`config.mk`:
```
export PLATFORM = sky130hd
export DESIGN_NAME = clipped_rectangle_fill_grid
export DESIGN_NICKNAME = d
export VERILOG_FILES = /design/src/rtl/core/crfg_pkg.sv /design/src/rtl/core/clipped_rectangle_fill_grid.sv /design/src/rtl/core/crfg_box_mask.sv
export VERILOG_INCLUDE_DIRS = /design/src /design/src/rtl/core
export SDC_FILE = /design/constraint.sdc
export NUM_CORES = 2
export LEC_CHECK = 0
export BUFFER_PORTS_ARGS = -buffer_cell sky130_fd_sc_hd__buf_2
export CAP_MARGIN = 20
export CORE_MARGIN = 10
export CORE_UTILIZATION = 30
export CTS_BUF_LIST = sky130_fd_sc_hd__clkbuf_8
export DETAILED_ROUTE_END_ITERATION = 10
export HOLD_SLACK_MARGIN = 0.06
export PLACE_DENSITY_LB_ADDON = 0.08
export SLEW_MARGIN = 20
export SYNTH_ARGS = -nofsm -noshare
export SYNTH_HDL_FRONTEND = slang
export SYNTH_HIERARCHICAL = 1
export SYNTH_SLANG_ARGS = --single-unit
```
`constraint.sdc`:
```
create_clock -name clk -period 4.4 [get_ports clk]
set_input_delay 0.22 -clock clk [delete_from_list [all_inputs] [get_ports clk]]
set_output_delay 0.22 -clock clk [all_outputs]
set_load 0.005 [all_outputs]
```
`src/rtl/core/assert_macros.svh`:
```
// Assertion macros shared by the RTL; empty bodies under synthesis.
`ifndef ASSERT_MACROS_SVH
`define ASSERT_MACROS_SVH
`ifndef SYNTHESIS
`define CRFG_ASSERT_HOLD(lbl, clk, rstn, prop) \
  lbl: assert property (@(posedge clk) disable iff (!rstn) prop) \
    else $error("assertion failed");
`define CRFG_ASSERT_NEXT(lbl, clk, rstn, ante, cons) \
  lbl: assert property (@(posedge clk) disable iff (!rstn) (ante) |=> (cons)) \
    else $error("assertion failed");
`else
`define CRFG_ASSERT_HOLD(lbl, clk, rstn, prop)
`define CRFG_ASSERT_NEXT(lbl, clk, rstn, ante, cons)
`endif
`endif

```
`src/rtl/core/crfg_pkg.sv`:
```
// Shared types and codes for the clipped rectangle fill grid.
`timescale 1ns / 1ps
package crfg_pkg;

  typedef enum logic [1:0] {
    FUNC_FILL  = 2'd0,
    FUNC_CLEAR = 2'd1,
    FUNC_READ  = 2'd2,
    FUNC_NOP   = 2'd3
  } func_t;

  typedef enum logic [2:0] {
    CODE_SPACE = 3'd0,
    CODE_PLUS  = 3'd1,
    CODE_DASH  = 3'd2,
    CODE_BAR   = 3'd3,
    CODE_STAR  = 3'd4
  } code_t;

  localparam int unsigned XY_W  = 8;
  localparam int unsigned EXT_W = 7;
  localparam int unsigned RC_W  = 6;
  localparam int unsigned SUM_W = 9;  // signed origin plus extent

endpackage

```
`src/rtl/core/clipped_rectangle_fill_grid.sv`:
```
// Top level: mark grid with box fill, clear and cell read.
//
//   channel  direction  handshake          payload
//   in_      input      in_valid/in_stall  func, origin_x/y, box_width/height, read_row/col
//   out_     output     out_valid/out_stall cell_code, done_func
//
// One item per cycle while the output is not stalled; each item passes the input register, then the result register.
// Marks live in ROWS x COLS flip-flops, so a box sets all its cells in a single register update.
// Synchronous active-low reset clears the valids and every mark at once.
// A stalled output holds the result; the input stalls only when both stages are full
// and the output is stalled.
`timescale 1ns / 1ps
`include "assert_macros.svh"
module clipped_rectangle_fill_grid #(
  parameter int ROWS  = 21,
  parameter int COLS  = 51,
  parameter int PITCH = 5
) (
  input  logic                              clk,
  input  logic                              rst_n,
  input  logic                              in_valid,
  output logic                              in_stall,
  input  logic [1:0]                        in_func,
  input  logic signed [crfg_pkg::XY_W-1:0]  in_origin_x,
  input  logic signed [crfg_pkg::XY_W-1:0]  in_origin_y,
  input  logic [crfg_pkg::EXT_W-1:0]        in_box_width,
  input  logic [crfg_pkg::EXT_W-1:0]        in_box_height,
  input  logic [crfg_pkg::RC_W-1:0]         in_read_row,
  input  logic [crfg_pkg::RC_W-1:0]         in_read_col,
  output logic                              out_valid,
  input  logic                              out_stall,
  output logic [2:0]                        out_cell_code,
  output logic [1:0]                        out_done_func
);

  localparam int RW   = $clog2(ROWS);
  localparam int CW   = $clog2(COLS);
  localparam int SPAN = 1 << crfg_pkg::RC_W;

  // input register
  logic                              s1_valid_r, s1_valid_nxt;
  crfg_pkg::func_t                   s1_func_r;
  logic signed [crfg_pkg::XY_W-1:0]  s1_origin_x_r;
  logic signed [crfg_pkg::XY_W-1:0]  s1_origin_y_r;
  logic [crfg_pkg::EXT_W-1:0]        s1_box_width_r;
  logic [crfg_pkg::EXT_W-1:0]        s1_box_height_r;
  logic [crfg_pkg::RC_W-1:0]         s1_read_row_r;
  logic [crfg_pkg::RC_W-1:0]         s1_read_col_r;

  // result register
  logic                              out_valid_r, out_valid_nxt;
  crfg_pkg::code_t                   out_code_r, out_code_nxt;
  crfg_pkg::func_t                   out_func_r;

  logic [COLS-1:0]                   marks_r [ROWS];

  logic                              out_free;
  logic                              s1_adv;
  logic                              in_acc;
  logic [ROWS-1:0]                   row_mask;
  logic [COLS-1:0]                   col_mask;
  logic [SPAN-1:0]                   row_line;
  logic [SPAN-1:0]                   col_line;
  logic                              rd_in_grid;
  logic [COLS-1:0]                   rd_row_bits;
  logic                              rd_mark;
  logic                              rl, cl;
  logic                              any_mark;

  assign out_free = !out_valid_r || !out_stall;
  assign s1_adv   = s1_valid_r && out_free;
  assign in_stall = s1_valid_r && !out_free;
  assign in_acc   = in_valid && !in_stall;

  assign s1_valid_nxt  = in_acc || (s1_valid_r && !s1_adv);
  assign out_valid_nxt = s1_adv || (out_valid_r && out_stall);

  crfg_box_mask #(
    .ROWS(ROWS),
    .COLS(COLS)
  ) u_mask (
    .origin_x   (s1_origin_x_r),
    .origin_y   (s1_origin_y_r),
    .box_width  (s1_box_width_r),
    .box_height (s1_box_height_r),
    .row_mask   (row_mask),
    .col_mask   (col_mask)
  );

  // ruled background lines, folded to constants
  always_comb begin
    for (int i = 0; i < SPAN; i++) begin
      row_line[i] = ((i % PITCH) == 0);
      col_line[i] = ((i % PITCH) == 0);
    end
  end

  assign rd_in_grid  = ({1'b0, s1_read_row_r} < (crfg_pkg::RC_W + 1)'(ROWS)) &&
                       ({1'b0, s1_read_col_r} < (crfg_pkg::RC_W + 1)'(COLS));
  assign rd_row_bits = marks_r[s1_read_row_r[RW-1:0]];
  assign rd_mark     = rd_row_bits[s1_read_col_r[CW-1:0]];
  assign rl          = row_line[s1_read_row_r];
  assign cl          = col_line[s1_read_col_r];

  always_comb begin
    out_code_nxt = crfg_pkg::CODE_SPACE;
    if (s1_func_r == crfg_pkg::FUNC_READ && rd_in_grid) begin
      if (rd_mark)      out_code_nxt = crfg_pkg::CODE_STAR;
      else if (rl && cl) out_code_nxt = crfg_pkg::CODE_PLUS;
      else if (rl)      out_code_nxt = crfg_pkg::CODE_DASH;
      else if (cl)      out_code_nxt = crfg_pkg::CODE_BAR;
    end
  end

  always_ff @(posedge clk) begin
    if (!rst_n) begin
      s1_valid_r  <= 1'b0;
      out_valid_r <= 1'b0;
    end else begin
      s1_valid_r  <= s1_valid_nxt;
      out_valid_r <= out_valid_nxt;
    end
  end

  always_ff @(posedge clk) begin
    if (in_acc) begin
      s1_func_r       <= crfg_pkg::func_t'(in_func);
      s1_origin_x_r   <= in_origin_x;
      s1_origin_y_r   <= in_origin_y;
      s1_box_width_r  <= in_box_width;
      s1_box_height_r <= in_box_height;
      s1_read_row_r   <= in_read_row;
      s1_read_col_r   <= in_read_col;
    end
    if (s1_adv) begin
      out_code_r <= out_code_nxt;
      out_func_r <= s1_func_r;
    end
  end

  // marks change at the edge the item moves into the result register
  always_ff @(posedge clk) begin
    if (!rst_n) begin
      for (int i = 0; i < ROWS; i++) marks_r[i] <= '0;
    end else if (s1_adv) begin
      case (s1_func_r)
        crfg_pkg::FUNC_FILL: begin
          for (int i = 0; i < ROWS; i++)
            if (row_mask[i]) marks_r[i] <= marks_r[i] | col_mask;
        end
        crfg_pkg::FUNC_CLEAR: begin
          for (int i = 0; i < ROWS; i++) marks_r[i] <= '0;
        end
        default: ;
      endcase
    end
  end

  always_comb begin
    any_mark = 1'b0;
    for (int i = 0; i < ROWS; i++) any_mark = any_mark | (|marks_r[i]);
  end

  assign out_valid     = out_valid_r;
  assign out_cell_code = out_code_r;
  assign out_done_func = out_func_r;

  `CRFG_ASSERT_NEXT(a_clear_empties, clk, rst_n,
                    s1_adv && s1_func_r == crfg_pkg::FUNC_CLEAR, !any_mark)
  `CRFG_ASSERT_HOLD(a_code_only_read, clk, rst_n,
                    (out_valid_r && out_func_r != crfg_pkg::FUNC_READ) |->
                    out_code_r == crfg_pkg::CODE_SPACE)
  `CRFG_ASSERT_NEXT(a_s1_holds, clk, rst_n, s1_valid_r && !s1_adv, s1_valid_r && $stable(s1_func_r))

endmodule

```
`src/rtl/core/crfg_box_mask.sv`:
```
// Clipped row and column range masks for one box item.
`timescale 1ns / 1ps
module crfg_box_mask #(
  parameter int ROWS = 21,
  parameter int COLS = 51
) (
  input  logic signed [crfg_pkg::XY_W-1:0]  origin_x,
  input  logic signed [crfg_pkg::XY_W-1:0]  origin_y,
  input  logic        [crfg_pkg::EXT_W-1:0] box_width,
  input  logic        [crfg_pkg::EXT_W-1:0] box_height,
  output logic        [ROWS-1:0]            row_mask,  // indexed from the top
  output logic        [COLS-1:0]            col_mask
);

  logic signed [crfg_pkg::SUM_W-1:0] x_lo;
  logic signed [crfg_pkg::SUM_W-1:0] x_hi;
  logic signed [crfg_pkg::SUM_W-1:0] y_lo;
  logic signed [crfg_pkg::SUM_W-1:0] y_hi;

  // Clipping falls out of the range compare: [lo, hi) against each cell.
  assign x_lo = crfg_pkg::SUM_W'(origin_x);
  assign y_lo = crfg_pkg::SUM_W'(origin_y);
  assign x_hi = x_lo + $signed({2'b00, box_width});
  assign y_hi = y_lo + $signed({2'b00, box_height});

  always_comb begin
    logic signed [crfg_pkg::SUM_W-1:0] pos;
    pos = '0;
    for (int c = 0; c < COLS; c++) begin
      pos = crfg_pkg::SUM_W'(c);
      col_mask[c] = (pos >= x_lo) && (pos < x_hi);
    end
  end

  always_comb begin
    logic signed [crfg_pkg::SUM_W-1:0] pos;
    pos = '0;
    for (int i = 0; i < ROWS; i++) begin
      pos = crfg_pkg::SUM_W'(ROWS - 1 - i);  // row counted from the bottom
      row_mask[i] = (pos >= y_lo) && (pos < y_hi);
    end
  end

endmodule

```
# Word-level counts from Yosys, hierarchy flattened
# Memory sizes are Yosys's and may differ from the RTL's. A register that Yosys moved wholly into a read port is not among the register bits.
# Index checks and enable logic that the tools add are counted.
[totals]
reg_bits = 51
out_inout_bits = 7
ramBits = 1071
input_bits = 48
wordCells = 486
memories = 3
rom_bits = 128
[memory_table]
columns = ["memory", "words", "width", "rd", "rd_ports_with_merged_regs", "wr", "line", "rtl"]
rows = [
  ["marks_r", 21, 51, 22, 1, 21, "clipped_rectangle_fill_grid.sv:55", "logic [COLS-1:0] marks_r [ROWS];"],
  ["(name not given)", 64, 1, 1, 1, 0, "clipped_rectangle_fill_grid.sv:103", "assign cl = col_line[s1_read_col_r];"],
  ["(name not given)", 64, 1, 1, 1, 0, "clipped_rectangle_fill_grid.sv:102", "assign rl = row_line[s1_read_row_r];"],
]
[op_classes]
order_cmp = 148
bitwise = 64
n_reduce_logical = 91
add_sub_neg = 2
muxes = 163
eq_ne = 2
[ops]
columns = ["operator", "n"]
rows = [
  ["2-to-1 mux 51 bit", 42],
  ["bitwise OR 51 bit", 21],
  ["< comparator 6 x 9 -> 1 bit (first input constant)", 21],
  ["< comparator 7 x 9 -> 1 bit (first input constant)", 19],
  ["greater-or-equal comparator 6 x 8 -> 1 bit (first input constant)", 21],
  ["greater-or-equal comparator 7 x 8 -> 1 bit (first input constant)", 19],
  ["< comparator 5 x 9 -> 1 bit (first input constant)", 16],
  ["greater-or-equal comparator 5 x 8 -> 1 bit (first input constant)", 16],
  ["2-to-1 mux 1 bit", 113],
  ["logical AND 1 bit", 80],
  ["< comparator 4 x 9 -> 1 bit (first input constant)", 8],
  ["greater-or-equal comparator 4 x 8 -> 1 bit (first input constant)", 8],
  ["bitwise OR 1 bit", 42],
  ["< comparator 3 x 9 -> 1 bit (first input constant)", 4],
  ["greater-or-equal comparator 3 x 8 -> 1 bit (first input constant)", 4],
  ["adder 8 x 8 -> 9 bit", 2],
  ["< comparator 1 x 9 -> 1 bit (first input constant)", 2],
  ["< comparator 2 x 9 -> 1 bit (first input constant)", 2],
  ["greater-or-equal comparator 1 x 8 -> 1 bit (first input constant)", 2],
  ["greater-or-equal comparator 2 x 8 -> 1 bit (first input constant)", 2],
  ["< comparator 6 x 7 -> 1 bit (second input constant)", 2],
  ["2-to-1 mux 6 bit", 2],
  ["binary-select mux 1 bit (select 6 bit)", 1],
  ["< comparator 6 x 5 -> 1 bit (second input constant)", 1],
  ["12 further kinds", 20],
]

# Depth between registers and ports, before layout
[depth]
word_depth = 10
mapped_depth = 15
mapped_depth_nobuf = 9

# By module
# Netlist, hierarchy kept.
[modules_own_cells]
columns = ["mod", "area_per_inst_um2", "seq_area_each_um2", "n_inst", "cells_each"]
rows = [
  ["clipped_rectangle_fill_grid", 52395.3, 33812.4, 1, 4410],
  ["crfg_box_mask", 2472.4, 0.0, 1, 396],
]

# Worst setup path before layout
# Ideal clock, no wire load.
[synth_timing]
path_kind = "register to register"
start = "register s1_origin_y_r[0] in the netlist's numbering"
end = "memory marks_r[13][0], enable pin"
path_buffers = 2
path_slack_ps = -10
stages_incl_launch_ff = 12
required_time_ps = 3798
setup_time_ps = 602
t_arrival_ps = 3808
synth_period_minus_slack_ps = 4410
cell_sequence = "edfxtp_1 ha_1 fa_1 a21oi_1 o21ai_2 a211o_1 a2111oi_4 buf_6 a211oi_1 nand2_1 clkbuf_1 nand2_1"
[synth_rtl]
columns = ["element", "line", "rtl"]
rows = [
  ["start: declaration", "clipped_rectangle_fill_grid.sv:44", "logic signed [crfg_pkg::XY_W-1:0] s1_origin_y_r;"],
  ["start signal: assignment", "clipped_rectangle_fill_grid.sv:129", "s1_origin_y_r <= in_origin_y;"],
  ["end: declaration", "clipped_rectangle_fill_grid.sv:55", ""],
]

==> impl_metrics.json <==
{
  "r2r-end": "out_cell_code[1]",
  "synth.avg_cell_area_um2": 11.4,
  "compound_gate_portion_of_the_synthesized_area_pct": 4.67,
  "multiInputGateArea_mm2": 0.0201,
  "run_status": "finished, final reports clean",
  "dp_hpwl_um": 136000,
  "replace_congestion": 0.849,
  "fin_util_pct": 36.0,
  "viasPerCell": 5.22,
  "clk_pin_slew_ns": 0.06,
  "grt_util_all_layers_pct": 21.6,
  "floorplan.die.height_um": 448,
  "die_area_mm2": 0.200,
  "wl_per_cell_um": 28.6,
  "area_delta_synth_final_pct": 18.9,
  "worst-path-max-fanout": 22,
  "post-synth-top-area-fraction_pct": 61.3,
  "numPortBuffers": 54,
  "ctsLongestPathBuffers": 3,
  "holdWs_ns": 0.225,
  "timing.clock.skew_ns": 0.0571,
  "drc": 0,
  "synth_edf_count": 1120,
  "asyncSetResetFlopFracSynth_pct": 0,
  "max_slew_margin_pct": 27.0,
  "design_area_mm2": 0.0653,
  "cts_max_level": 4,
  "area_share_of_fa_ha_maj_cells_after_synthesis_pct": 0.392,
  "cellPowerDensity_mw_per_mm2": 415,
  "worst-r2r-cell-count": 10,
  "timing_max_transition_violations_final": 0,
  "antenna_violations_before_repair": 12,
  "reg2reg_slack_ns": 0.10,
  "fp-row-count": 156,
  "drtIter0Drc": 3839,
  "firstDrtPassIters": 5,
  "sequential_element_share_of_the_synthesized_area_pct": 61.6,
  "cts_root_buffer": "sky130_fd_sc_hd__clkbuf_8",
  "synth_seq_cells": 1129,
  "synth.cell_area_mm2": 0.0549,
  "drtAntennaViolNets": 0,
  "ports_placed_on_the_boundary": 55,
  "layout.area.seq_mm2": 0.0338,
  "worst_endpoint_data_arrival_time_ns": 5.03,
  "clk_latency_ns": 0.98,
  "post_synth_simple_gate_area_pct": 18.2,
  "dpl-instance-area_mm2": 0.0605,
  "synth_xor_area_share_pct": 0.144,
  "final.period_utilization_pct": 97.6,
  "synth_top_family_by_area": "simple AND/OR/NAND/NOR gates",
  "fin_nets": 5189,
  "synth_fp_nets": 4870,
  "maximum_clock_frequency_mhz": 233,
  "chipWidth_um": 448,
  "initial_utilization_pct": 30.3,
  "hold_violations": 0,
  "cts_num_sinks": 1129,
  "tns_ns": 0,
  "min_path_type": "primary input to register",
  "layout_cells_sized_above_1_pct": 19.0,
  "p_leak_nw": 24.4,
  "grt.overflow.total": 0,
  "hp-start": "in_read_col[0]",
  "synth.area.mux_share_pct": 12.0,
  "setup.worst_path.class": "register to register",
  "netlist_top_cells_area": "sky130_fd_sc_hd__edfxtp_1, sky130_fd_sc_hd__nor2_1, sky130_fd_sc_hd__mux4_2",
  "tritoncts": "yes",
  "coreArea_mm2": 0.181,
  "timing.final.setup_violations": 0,
  "post_cts.resized_instances": 0,
  "timing.hold.worst_endpoint": "cl",
  "worst_slew_pin_slew_ns": 1.09,
  "post-synth-top-area-cell": "sky130_fd_sc_hd__edfxtp_1",
  "maxCapViolCount": 0,
  "first_global_vias": 40400,
  "netlist_instances": 4806,
  "period_needed_ns": 4.30,
  "numCtsBuffers": 208,
  "pin_count_of_the_biggest_net_entering_global_routing": 61,
  "synth.yosys.warnings": 6,
  "min_delay_path_depth": 5,
  "crit_path_start_kind": "register",
  "max-vdd-ir-drop_mv": 0.294,
  "kind_of_end_point_of_the_critical_path": "register",
  "required_ns": 5.13,
  "first_pass_grt_wire_length_um": 312000,
  "postSynth.topFlopCell": "sky130_fd_sc_hd__edfxtp_1",
  "route.final.wire_length_um": 219000,
  "number_of_fill_cells": 18100,
  "via_count": 40000,
  "ys_types": 82,
  "setup_repair_after_global_routing_missed_its_margin": "false"
}
synthesized netlist by cell type (28+ instances only):
library cell	n
sky130_fd_sc_hd__nor2_1	2219
sky130_fd_sc_hd__edfxtp_1	1120
sky130_fd_sc_hd__clkbuf_1	265
sky130_fd_sc_hd__mux4_2	238
sky130_fd_sc_hd__nand2_1	161
sky130_fd_sc_hd__mux2i_1	91
sky130_fd_sc_hd__o21ai_0	65
sky130_fd_sc_hd__a21oi_1	64
sky130_fd_sc_hd__nand3_1	45
sky130_fd_sc_hd__a211oi_1	39
sky130_fd_sc_hd__a221oi_1	37
sky130_fd_sc_hd__buf_2	34
sky130_fd_sc_hd__nor3_1	29
sky130_fd_sc_hd__mux2_2	28
worst max-delay path, cell delays in order (launching register included):
cell                       delay [ns]
sky130_fd_sc_hd__dfxtp_4         0.86
sky130_fd_sc_hd__buf_12          0.29
sky130_fd_sc_hd__mux4_2          0.30
sky130_fd_sc_hd__mux2i_1         0.10
sky130_fd_sc_hd__o221ai_1        0.42
sky130_fd_sc_hd__a21oi_1         0.08
sky130_fd_sc_hd__a311oi_1        0.69
sky130_fd_sc_hd__nor2_1          0.21
sky130_fd_sc_hd__a22oi_1         0.64
sky130_fd_sc_hd__o32a_1          0.31
sky130_fd_sc_hd__nor2_1          0.06
final cells by class:
type | instances | area share, %
Sequential cell | 1129 | 51.8
Multi-Input combinational cell | 3302 | 30.8
Timing Repair Buffer | 456 | 6.90
Tap cell | 2370 | 4.54
Clock buffer | 215 | 4.53
Clock inverter | 163 | 1.20
Inverter | 28 | 0.165
Antenna cell | 6 | 0.0230
registers in the layout, summed over array words and instances (netlist names), 2 cells and up, named ones only:
name / count
marks_r: 1071
s1_origin_x_r: 8
s1_origin_y_r: 8
s1_box_height_r: 7
s1_box_width_r: 7
s1_read_col_r: 6
s1_read_row_r: 6
out_cell_code: 3
out_done_func: 2
s1_func_r: 2
per-layer routing:
layer  wire length (um)  part of all wire (%)  vias up  global-route usage (%)
li1                   -                     -    17700                       -
met1              99000                    45    20700                    30.2
met2             102000                    47     1273                    34.7
met3              12600                   5.8      301                    3.62
met4               5640                   2.6        0                    5.88
met5                  0                     0        -                       0
cells by family after synthesis:
kind of cell,Yosys count
AND/OR/NAND/NOR,2556
flip-flops,1129
buffers and inverters,375
AO/OA/AOI/OAI,364
multiplexers,357
adder cells (fa/ha/maj),16
XOR/XNOR,9
power breakdown:
part | total (mW) | internal (mW) | leakage [nW] | switching (mW)
clock | 9.53 | 4.64 | 2.20 | 4.88
sequential | 12.9 | 12.5 | 11.7 | 0.396
combinational | 4.66 | 1.65 | 10.5 | 3.00
total | 27.1 | 18.8 | 24.4 | 8.28
how the worst max path moves through the flow:
stage	startpoint	end	slack [ns]	depth (start not counted)
after floorplan	s1_origin_y_r[0]	marks_r[12][0]	0.07	10
after global placement	register	out_cell_code[0]	-0.14	10
after detailed placement	register	out_cell_code[1]	-0.05	11
after CTS	register	out_cell_code[1]	0.06	12
after global routing	register	out_cell_code[1]	0.006	11
final	register	out_cell_code[1]	0.10	10
cells in the final DEF, fill, tap and decap left out, types with 7 or more instances in the layout:
cell                            netlist  layout
sky130_fd_sc_hd__nor2_1            2219    2217
sky130_fd_sc_hd__edfxtp_1          1120    1120
sky130_fd_sc_hd__mux4_2             238     238
sky130_fd_sc_hd__buf_4               24     229
sky130_fd_sc_hd__clkbuf_8             0     215
sky130_fd_sc_hd__nand2_1            161     121
sky130_fd_sc_hd__inv_1               24     102
sky130_fd_sc_hd__dlygate4sd3_1        0      95
sky130_fd_sc_hd__mux2i_1             91      91
sky130_fd_sc_hd__buf_12               0      78
sky130_fd_sc_hd__o21ai_0             65      65
sky130_fd_sc_hd__a21oi_1             64      58
sky130_fd_sc_hd__clkinv_1             2      54
sky130_fd_sc_hd__buf_2               34      54
sky130_fd_sc_hd__nand3_1             45      45
sky130_fd_sc_hd__nand2_4              0      40
sky130_fd_sc_hd__mux2_2              28      28
sky130_fd_sc_hd__nor3_1              29      28
sky130_fd_sc_hd__a22oi_1             24      24
sky130_fd_sc_hd__a211oi_1            39      22
sky130_fd_sc_hd__a221oi_1            37      22
sky130_fd_sc_hd__nor2b_1             16      16
sky130_fd_sc_hd__a31oi_1             17      16
sky130_fd_sc_hd__o22ai_1             15      15
sky130_fd_sc_hd__a211oi_2             1      15
sky130_fd_sc_hd__or2_2               14      14
sky130_fd_sc_hd__nand2b_1            14      14
sky130_fd_sc_hd__clkinv_2             0      14
sky130_fd_sc_hd__ha_1                14      14
sky130_fd_sc_hd__a221oi_2             0      13
sky130_fd_sc_hd__o211ai_1            12      12
sky130_fd_sc_hd__and3_1              11      11
sky130_fd_sc_hd__nand4_1              9       9
sky130_fd_sc_hd__o21a_1               8       8
sky130_fd_sc_hd__o221ai_1             8       8
sky130_fd_sc_hd__a2111oi_0            7       7
sky130_fd_sc_hd__and2_1               9       7
sky130_fd_sc_hd__o31ai_1              7       7
sky130_fd_sc_hd__a21oi_2              1       7
what timing repair did:
item | 4_1_cts | 5_1_grt
setup endpoints to repair | 2 | 0
hold buffers | 95 | 0
hold endpoints to repair | 58 | 0
setup buffers | 1 | 0
through the flow:
stage	setup slack, ns	cells	power [mW]
final	0.105	7669	27.1
after global routing	0.00579	7668	28.3
after CTS	0.0588	7663	27.4
after detailed placement	-0.0533	7189	17.7
after global placement	-0.140	7189	17.7
after floorplan	0.0699	4806	15.6
Note: power is estimated with default switching activity, not from simulation.
